===== src/sv/windowed_duplicate_detector_macros.svh =====
// Assertion macros used by the windowed duplicate detector top level.
// The macros expect a clock named clk and an active-low reset named rst_n in scope.
`ifndef WINDOWED_DUPLICATE_DETECTOR_MACROS_SVH
`define WINDOWED_DUPLICATE_DETECTOR_MACROS_SVH

// A condition that must hold at every clock edge out of reset.
`define WDD_ASSERT_ALWAYS(lbl, cond) \
  lbl: assert property (@(posedge clk) disable iff (!rst_n) (cond)) \
    else $error("wdd assertion failed: invariant");

// A trigger that must be followed by a consequence in the next cycle.
`define WDD_ASSERT_NEXT(lbl, trig, cons) \
  lbl: assert property (@(posedge clk) disable iff (!rst_n) (trig) |=> (cons)) \
    else $error("wdd assertion failed: next-cycle check");

`endif


===== src/sv/wdd_pkg.sv =====
// Package of the windowed duplicate detector: sizes, register codes and cell types.
// It depends on nothing; the cell, cfg and top-level files take names from it by scope.
package wdd_pkg;

  localparam int WINDOW_MAX = 64;
  localparam int VALUE_W    = 32;
  localparam int WINDOW_W   = 7;
  localparam int ADDR_W     = 3;
  localparam int DATA_W     = 32;

  typedef enum logic {
    REG_WINDOW = 1'b0
  } reg_idx_t;

  typedef struct packed {
    logic [VALUE_W-1:0] value;
    logic               valid;
  } cell_data_t;

  typedef struct packed {
    logic shift;
    logic clear;
  } cell_ctl_t;

endpackage


===== src/sv/wdd_cell.sv =====
// One history cell of the duplicate detector chain: a held value and its valid bit.
// It depends on wdd_pkg for the cell data and control types.
module wdd_cell (
  input  logic                      clk,
  input  logic                      rst_n,
  input  wdd_pkg::cell_ctl_t        ctl,
  input  wdd_pkg::cell_data_t       prev,
  input  logic [wdd_pkg::VALUE_W-1:0] key,
  input  logic                      in_window,
  output wdd_pkg::cell_data_t       held,
  output logic                      match
);

  logic [wdd_pkg::VALUE_W-1:0] value_r;
  logic                        valid_r;
  logic                        valid_nxt;

  always_comb begin
    valid_nxt = valid_r;
    if (ctl.clear) begin
      valid_nxt = 1'b0;
    end else if (ctl.shift) begin
      valid_nxt = prev.valid;
    end
  end

  always_ff @(posedge clk) begin
    if (!rst_n) begin
      valid_r <= 1'b0;
    end else begin
      valid_r <= valid_nxt;
    end
  end

  always_ff @(posedge clk) begin
    if (ctl.shift && !ctl.clear) begin
      value_r <= prev.value;
    end
  end

  assign held.value = value_r;
  assign held.valid = valid_r;
  assign match      = valid_r && in_window && (value_r == key);

endmodule


===== src/sv/wdd_cfg.sv =====
// Configuration register block of the duplicate detector: the saturating window register.
// It depends on wdd_pkg for widths and the register index codes.
module wdd_cfg (
  input  logic                         clk,
  input  logic                         rst_n,
  input  logic                         psel,
  input  logic                         penable,
  input  logic                         pwrite,
  input  logic [wdd_pkg::ADDR_W-1:0]   paddr,
  input  logic [wdd_pkg::DATA_W-1:0]   pwdata,
  output logic [wdd_pkg::DATA_W-1:0]   prdata,
  output logic                         pready,
  output logic [wdd_pkg::WINDOW_W-1:0] window
);

  logic [wdd_pkg::WINDOW_W-1:0] window_r;
  logic [wdd_pkg::WINDOW_W-1:0] window_nxt;
  logic [wdd_pkg::WINDOW_W-1:0] wr_val;
  wdd_pkg::reg_idx_t            reg_idx;
  logic                         wr_en;

  assign reg_idx = wdd_pkg::reg_idx_t'(paddr[2]);
  assign wr_en   = psel && penable && pwrite;
  assign wr_val  = pwdata[wdd_pkg::WINDOW_W-1:0];

  always_comb begin
    window_nxt = window_r;
    if (wr_en) begin
      case (reg_idx)
        wdd_pkg::REG_WINDOW: begin
          if (int'(wr_val) > wdd_pkg::WINDOW_MAX) begin
            window_nxt = wdd_pkg::WINDOW_W'(wdd_pkg::WINDOW_MAX);
          end else begin
            window_nxt = wr_val;
          end
        end
        default: begin
          window_nxt = window_r;
        end
      endcase
    end
  end

  always_ff @(posedge clk) begin
    if (!rst_n) begin
      window_r <= '0;
    end else begin
      window_r <= window_nxt;
    end
  end

  always_comb begin
    case (reg_idx)
      wdd_pkg::REG_WINDOW: begin
        prdata = {{(wdd_pkg::DATA_W-wdd_pkg::WINDOW_W){1'b0}}, window_r};
      end
      default: begin
        prdata = '0;
      end
    endcase
  end

  assign pready = 1'b1;
  assign window = window_r;

endmodule


===== src/sv/windowed_duplicate_detector.sv =====
// Top level of the windowed duplicate detector: cell chain, match reduction and output stage.
// It depends on wdd_pkg, wdd_cell, wdd_cfg and windowed_duplicate_detector_macros.svh.
//
//   Channel   Direction  Handshake            Payload
//   in        input      in_valid/in_ready    in_value, in_end_of_set
//   out       output     out_valid/out_ready  out_dup_here, out_dup_any, out_end_marker
//   cfg       input      psel/penable/pready  paddr, pwdata, prdata
//
// One item is accepted per cycle while in_ready is high; its result passes the match and output registers.
// The rate is set by the row of WINDOW_MAX cells that all compare the new value in parallel.
// The per-cell matches are registered, then reduced and merged into the sticky flag.
// Reset is synchronous and clears the valid bits, the sticky flag and the window register.
// A stalled output holds its result while one more item waits in the match stage.
`include "windowed_duplicate_detector_macros.svh"

module windowed_duplicate_detector (
  input  logic                         clk,
  input  logic                         rst_n,
  input  logic                         in_valid,
  output logic                         in_ready,
  input  logic signed [wdd_pkg::VALUE_W-1:0] in_value,
  input  logic                         in_end_of_set,
  output logic                         out_valid,
  input  logic                         out_ready,
  output logic                         out_dup_here,
  output logic                         out_dup_any,
  output logic                         out_end_marker,
  input  logic                         psel,
  input  logic                         penable,
  input  logic                         pwrite,
  input  logic [wdd_pkg::ADDR_W-1:0]   paddr,
  input  logic [wdd_pkg::DATA_W-1:0]   pwdata,
  output logic [wdd_pkg::DATA_W-1:0]   prdata,
  output logic                         pready
);

  logic [wdd_pkg::WINDOW_W-1:0]   window;
  wdd_pkg::cell_ctl_t             ctl;
  wdd_pkg::cell_data_t            chain [wdd_pkg::WINDOW_MAX+1];
  logic [wdd_pkg::WINDOW_MAX-1:0] in_win;
  logic [wdd_pkg::WINDOW_MAX-1:0] match;
  logic                           in_xfer;
  logic                           out_adv;

  logic [wdd_pkg::WINDOW_MAX-1:0] match_r;
  logic                           s1_last_r;
  logic                           s1_valid_r;
  logic                           s1_valid_nxt;
  logic                           hit;
  logic                           found_r;
  logic                           found_nxt;
  logic                           out_valid_r;
  logic                           out_valid_nxt;
  logic                           dup_here_r;
  logic                           dup_any_r;
  logic                           end_marker_r;

  wdd_cfg u_cfg (
    .clk     (clk),
    .rst_n   (rst_n),
    .psel    (psel),
    .penable (penable),
    .pwrite  (pwrite),
    .paddr   (paddr),
    .pwdata  (pwdata),
    .prdata  (prdata),
    .pready  (pready),
    .window  (window)
  );

  assign out_adv  = !out_valid_r || out_ready;
  assign in_ready = !s1_valid_r || out_adv;
  assign in_xfer  = in_valid && in_ready;

  assign ctl.shift = in_xfer;
  assign ctl.clear = in_xfer && in_end_of_set;

  assign chain[0].value = in_value;
  assign chain[0].valid = 1'b1;

  for (genvar d = 0; d < wdd_pkg::WINDOW_MAX; d++) begin : g_cell
    assign in_win[d] = int'(window) > d;

    wdd_cell u_cell (
      .clk       (clk),
      .rst_n     (rst_n),
      .ctl       (ctl),
      .prev      (chain[d]),
      .key       (in_value),
      .in_window (in_win[d]),
      .held      (chain[d+1]),
      .match     (match[d])
    );
  end

  assign s1_valid_nxt = in_ready ? in_xfer : s1_valid_r;

  always_ff @(posedge clk) begin
    if (in_xfer) begin
      match_r   <= match;
      s1_last_r <= in_end_of_set;
    end
  end

  assign hit = |match_r;

  always_comb begin
    found_nxt     = found_r;
    out_valid_nxt = out_valid_r;
    if (out_adv) begin
      out_valid_nxt = s1_valid_r;
      if (s1_valid_r) begin
        found_nxt = s1_last_r ? 1'b0 : (found_r || hit);
      end
    end
  end

  always_ff @(posedge clk) begin
    if (!rst_n) begin
      s1_valid_r  <= 1'b0;
      out_valid_r <= 1'b0;
      found_r     <= 1'b0;
    end else begin
      s1_valid_r  <= s1_valid_nxt;
      out_valid_r <= out_valid_nxt;
      found_r     <= found_nxt;
    end
  end

  always_ff @(posedge clk) begin
    if (out_adv && s1_valid_r) begin
      dup_here_r   <= hit;
      dup_any_r    <= found_r || hit;
      end_marker_r <= s1_last_r;
    end
  end

  assign out_valid      = out_valid_r;
  assign out_dup_here   = dup_here_r;
  assign out_dup_any    = dup_any_r;
  assign out_end_marker = end_marker_r;

  `WDD_ASSERT_ALWAYS(a_here_implies_any, !out_valid || !out_dup_here || out_dup_any)
  `WDD_ASSERT_ALWAYS(a_window_in_range, int'(window) <= wdd_pkg::WINDOW_MAX)
  `WDD_ASSERT_NEXT(a_end_clears_head, in_xfer && in_end_of_set, !chain[1].valid)
  `WDD_ASSERT_NEXT(a_end_clears_flag, out_adv && s1_valid_r && s1_last_r, !found_r)
  `WDD_ASSERT_NEXT(a_head_loaded, in_xfer && !in_end_of_set,
                   chain[1].valid && chain[1].value == $past(in_value))
  `WDD_ASSERT_NEXT(a_stage_holds, s1_valid_r && !out_adv,
                   s1_valid_r && $stable(match_r) && $stable(s1_last_r))

endmodule

===== config.mk =====
export PLATFORM = sky130hd
export DESIGN_NAME = windowed_duplicate_detector
export DESIGN_NICKNAME = d
export VERILOG_FILES = /design/src/sv/wdd_pkg.sv /design/src/sv/wdd_cell.sv /design/src/sv/wdd_cfg.sv /design/src/sv/windowed_duplicate_detector.sv
export VERILOG_INCLUDE_DIRS = /design/src /design/src/sv
export SDC_FILE = /design/constraint.sdc
export NUM_CORES = 2
export LEC_CHECK = 0
export BUFFER_PORTS_ARGS = -buffer_cell sky130_fd_sc_hd__buf_2
export CAP_MARGIN = 15
export CORE_AREA = 2 2 480 482
export DETAILED_ROUTE_END_ITERATION = 8
export DIE_AREA = 0 0 482 484
export HOLD_SLACK_MARGIN = 0.1
export SYNTH_ARGS = -nofsm -noshare
export SYNTH_HDL_FRONTEND = slang
export SYNTH_SLANG_ARGS = --single-unit

===== constraint.sdc =====
create_clock -name clk -period 180.3 [get_ports clk]
set_clock_uncertainty 0.05 [all_clocks]
set_input_delay 18.03 -clock clk [delete_from_list [all_inputs] [get_ports clk]]
set_output_delay 18.03 -clock clk [all_outputs]
set_load 0.02 [all_outputs]

# Word-level counts from Yosys, hierarchy flattened
# Cells that the tools add are included.
# word_totals
wordCells	415
regBits	2190
input_bits	75
latch_bits	0
rom_bits	0
mem_count	0
ramBits	0
# op_classes
multipliers	0
div	0
order_cmp	65
n_addsub	0
eq_ne	64
mux	3
n_shift	0
n_bitwise	2
reduce_logical	144
# op_table
operator	n
32-bit equality test	64
7-bit by 6-bit > comparator with 1-bit output (second input constant)	32
1-bit logical AND	134
7-bit by 5-bit > comparator with 1-bit output (second input constant)	16
64-bit OR reduction	1
7-bit by 4-bit > comparator with 1-bit output (second input constant)	8
7-bit by 3-bit > comparator with 1-bit output (second input constant)	4
7-bit by 1-bit > comparator with 1-bit output (second input constant)	2
7-bit by 2-bit > comparator with 1-bit output (second input constant)	2
7-bit 2-to-1 mux	2
7-bit > comparator (second input constant)	1
2-bit AND reduction	2
1-bit zero test	3
1-bit logical OR	3
1-bit NOT	2
2-bit OR reduction	1
1-bit 2-to-1 mux	1

# Depth between registers and ports, before layout
# logic_depth
ltp_word	7
depth_mapped	8
depth_no_buf	7

# By module
# Synthesis repeated with hierarchy kept, for this count alone.
# hier_totals
cells_unflattened	5494
area_unflattened_um2	91240.0
# modules_own_cells
mod	n_inst	area_each_um2	seq_area_each_um2	cells_per_inst
wdd_cell	64	1370.1	980.9	81
windowed_duplicate_detector	1	2980.4	2102.0	244
wdd_cfg	1	575.6	140.1	66

# Worst setup path before layout
# No wires, ideal clock.
# synth_path
kind	input -> register
startpoint	input out_ready
endpoint	register g_cell[0].u_cell.value_r[0] (netlist name) (enable)
path_stages	6
t_arrival_ns	103.366
path_buffers	2
setup_time_ns	4.541
path_slack_ns	72.343
path_cell_list	nor2b_1 > nand2_1 > nand2_1 > clkbuf_1 > buf_1 > nor2_1
# synth_between
elab_chain_len	6
# synth_lines
element	line_no	rtl
start: declaration	windowed_duplicate_detector.sv:24	input logic out_ready,
1-bit logical OR (*)	windowed_duplicate_detector.sv:71	assign out_adv = !out_valid_r || out_ready;
1-bit logical OR (*)	windowed_duplicate_detector.sv:72	assign in_ready = !s1_valid_r || out_adv;
net in_ready	windowed_duplicate_detector.sv:20	output logic in_ready,
1-bit logical AND (*)	windowed_duplicate_detector.sv:73	assign in_xfer = in_valid && in_ready;
1-bit logical AND	windowed_duplicate_detector.sv:76	assign ctl.clear = in_xfer && in_end_of_set;
1-bit zero test	wdd_cell.sv:36	if (ctl.shift && !ctl.clear) begin
1-bit logical AND (*)	wdd_cell.sv:36	
end signal: assignment	wdd_cell.sv:37	value_r <= prev.value;
end: declaration	wdd_cell.sv:14	logic [wdd_pkg::VALUE_W-1:0] value_r;
# The timed path passes the listed nets; every way through them passes the cells marked *.
# A chain may end at the register's enable or synchronous reset.

# Worst setup path after layout
# layout_path
startpoint	input out_ready
endpoint	output in_ready
# layout_between
elab_chain_len	2
# layout_lines
element	line_no
1-bit logical OR	windowed_duplicate_detector.sv:71
1-bit logical OR	windowed_duplicate_detector.sv:72
end: declaration	windowed_duplicate_detector.sv:20
# Every way passes these cells.

==> results.ini <==
[sta]
fin_crit_ps = 36750
worst_pin_slew_ps = 1300
rsz0062_at_grt = false
fin_setup_tns_ps = 0
drv_slew = 0
fin_crit_sh = 0.204
max_freq_ghz = 0.0272
setup_slack_ps = 143550
hold_violations = 0
hold_ws_ps = 388
setup_violations = 0
slew_headroom = 0.127

[global_routing]
grt_first_pass_wirelength_um = 370000
grtUsageTotal = 0.223
grt_max_degree = 209
grt_pass1_vias = 48900
grt-ovfl-total = 0
antenna_found_initial = 10

[die]
start_util = 0.398
num_rows = 176
fp.coreArea_um2 = 229000
die-area_um2 = 233000
fp.dieW_um = 482
die_y_um = 484
io_pins = 113

[placed_design]
place_hpwl_um = 175000
dpl_worst_slack_ps = 143540
gp_congestion = 0.891
place_area_um2 = 94600
portBuffers = 59

[clock_tree]
cts_buffer_depth = 3
cts_buffers = 221
cts_tree = done
cts_max_level = 4
cts_hold_buffers = 0
clock-root-buffer = clkbuf_16
cts-resized-gates = 0
clk_latency_ps = 890
clk_pin_slew_ps = 60
post-cts-setup-buffers = 0
cts.sinks = 2190

[detailed_routing]
ant_nets = 0
wl_per_cell_um = 29.2
dr.first_iter.drc_count = 6276
routed-via-count = 49200
drt_wl_total_um = 263000
first_pass_iters = 6
drcViolationCount = 0
vias_per_cell = 5.44

[synth]
syn-instance-count = 5683
yosysUniqueCellTypes = 50
yosysTopAreaCell = edfxtp_1
synth_edf_count = 2116
synth_area_um2 = 90900
post_synth.cell_area_avg_um2 = 16.0
ys.flop_type = edfxtp_1
synth_seq_cells = 2190
synthTopCellsByCount = 2116 x edfxtp_1, 1335 x xor2_1, 680 x xnor2_1
synth_area_leaders = edfxtp_1 70%, xor2_1 13%, xnor2_1 6.5%
async_reset_ff_frac = 0
yosysSeqAreaShare = 0.715
synth_most_common_cell = edfxtp_1
yosysWarnings = 0
synth_top_area_share = 0.699

[pwr]
p_leak_nw = 32.8
p_per_area_nw_per_um2 = 11.0
power.total_w = 0.00112
ir_drop_mv = 0.0107

[setup_path]
crit_slowest_cell = nor2b_1
crit_path_max_fanout = 4
critPathMaxStageDelay_ps = 210
cp_num_buf_inv = 2
critical_path.cell_chain = buf_2 > nor2b_1 > nand2_1 > buf_2
cp-end-kind = output pin
path_class = in -> out
path_delay_family = simple AND/OR/NAND/NOR gates
critPathLaunchType = primary input
cp_common_cell = buf_2
cp.required_ps = 162220
arrival_ps = 18670

[cells_and_area]
drive_gt1_frac = 0.0818
syn_to_final_growth_pct = 11.9
final_nets = 5881
fin_area_um2 = 102000

[outcome]
status = complete, no violations

[hold_path]
hold_path_class = reg -> reg

[run]
maxCapViolCount = 0

## kinds of logic after synthesis
family	Yosys count	share of synthesized area
and+or+nand+nor	970	0.0603
AOI/OAI and AO/OA	180	0.0122
xor gates and xnor gates	2015	0.194
DFF	2190	0.715
muxes	1	0.000110
other	2	0.0000826
buffers and inverters	325	0.0181
## path summary, 6_finish.rpt
kind,from,to,slack (ps),depth (start not counted)
max,out_ready,in_ready,143550,4
min,g_cell[3].u_cell.value_r[6]$_DFFE_PP_,g_cell[4].u_cell.value_r[6]$_DFFE_PP_,390,0
max reg2reg,out_valid$_SDFFE_PN0P_,g_cell[27].u_cell.value_r[5]$_DFFE_PP_,173660,9
min reg2reg,g_cell[3].u_cell.value_r[6]$_DFFE_PP_,g_cell[4].u_cell.value_r[6]$_DFFE_PP_,390,0
## layer usage
metal / vias up / global-route usage / part of all wire
li1: 21100 / - / -
met1: 25400 / 0.313 / 0.42
met2: 2261 / 0.352 / 0.47
met3: 430 / 0.0436 / 0.086
met4: 12 / 0.0630 / 0.030
met5: - / 0 / 0.00030
## placed cells by master (no fill, tap or decap), types with 31 or more instances in the layout
cell type / instances
nor2_1: 31
a21oi_1: 89
xor2_1: 1335
edfxtp_1: 2116
nand3_1: 65
dfxtp_1: 73
xnor2_1: 680
nor3_1: 62
inv_1: 31
clkinv_1: 47
buf_4: 130
clkinv_2: 31
clkbuf_16: 222
clkbuf_1: 63
nor4_1: 381
nand2_1: 149
nand4_1: 229
## where the power goes
part           switching [W]  total [W]  internal [W]
logic              0.0000488  0.0000713     0.0000225
registers          0.0000155   0.000595      0.000580
clock network       0.000200   0.000454      0.000254
## registers in the layout, indices dropped and copies added (netlist names)
name	count
g_cell.u_cell.value_r	2048
g_cell.u_cell.valid_r	64
match_r	64
u_cfg.window	7
found_r	1
out_dup_any	1
out_dup_here	1
out_end_marker	1
out_valid	1
s1_last_r	1
s1_valid_r	1
## stage by stage
| step | std cells | util |
|---|---|---|
| 5_1_grt | 9028 | 0.445 |
| 6_report | 9030 | 0.445 |
| 4_1_cts | 9026 | 0.445 |
| 3_5_place_dp | 8607 | 0.414 |
| 2_1_floorplan | 5707 | - |
| 3_3_place_gp | 8607 | 0.414 |
## area by class of cell
cell class              count  area, um^2
clock inverters           111        1010
diodes                      2        5.00
repair buffers            169        1310
well taps                3026        3790
flip-flops and latches   2190       65000
multi-input cells        3192       24400
inverters                  32         125
fillers                 20000      127000
clock buffers             308        6110
## worst register-to-register path, cell delays in order, from the launching register on
cell     delay, ps
dfxtp_1        300
nor2b_1        150
nand2_1        130
nand2_4        240
nor2_4         900
buf_4          780
buf_4          850
buf_4          800
buf_4         1060
buf_4          950
Power figures use the tool's default switching activity.
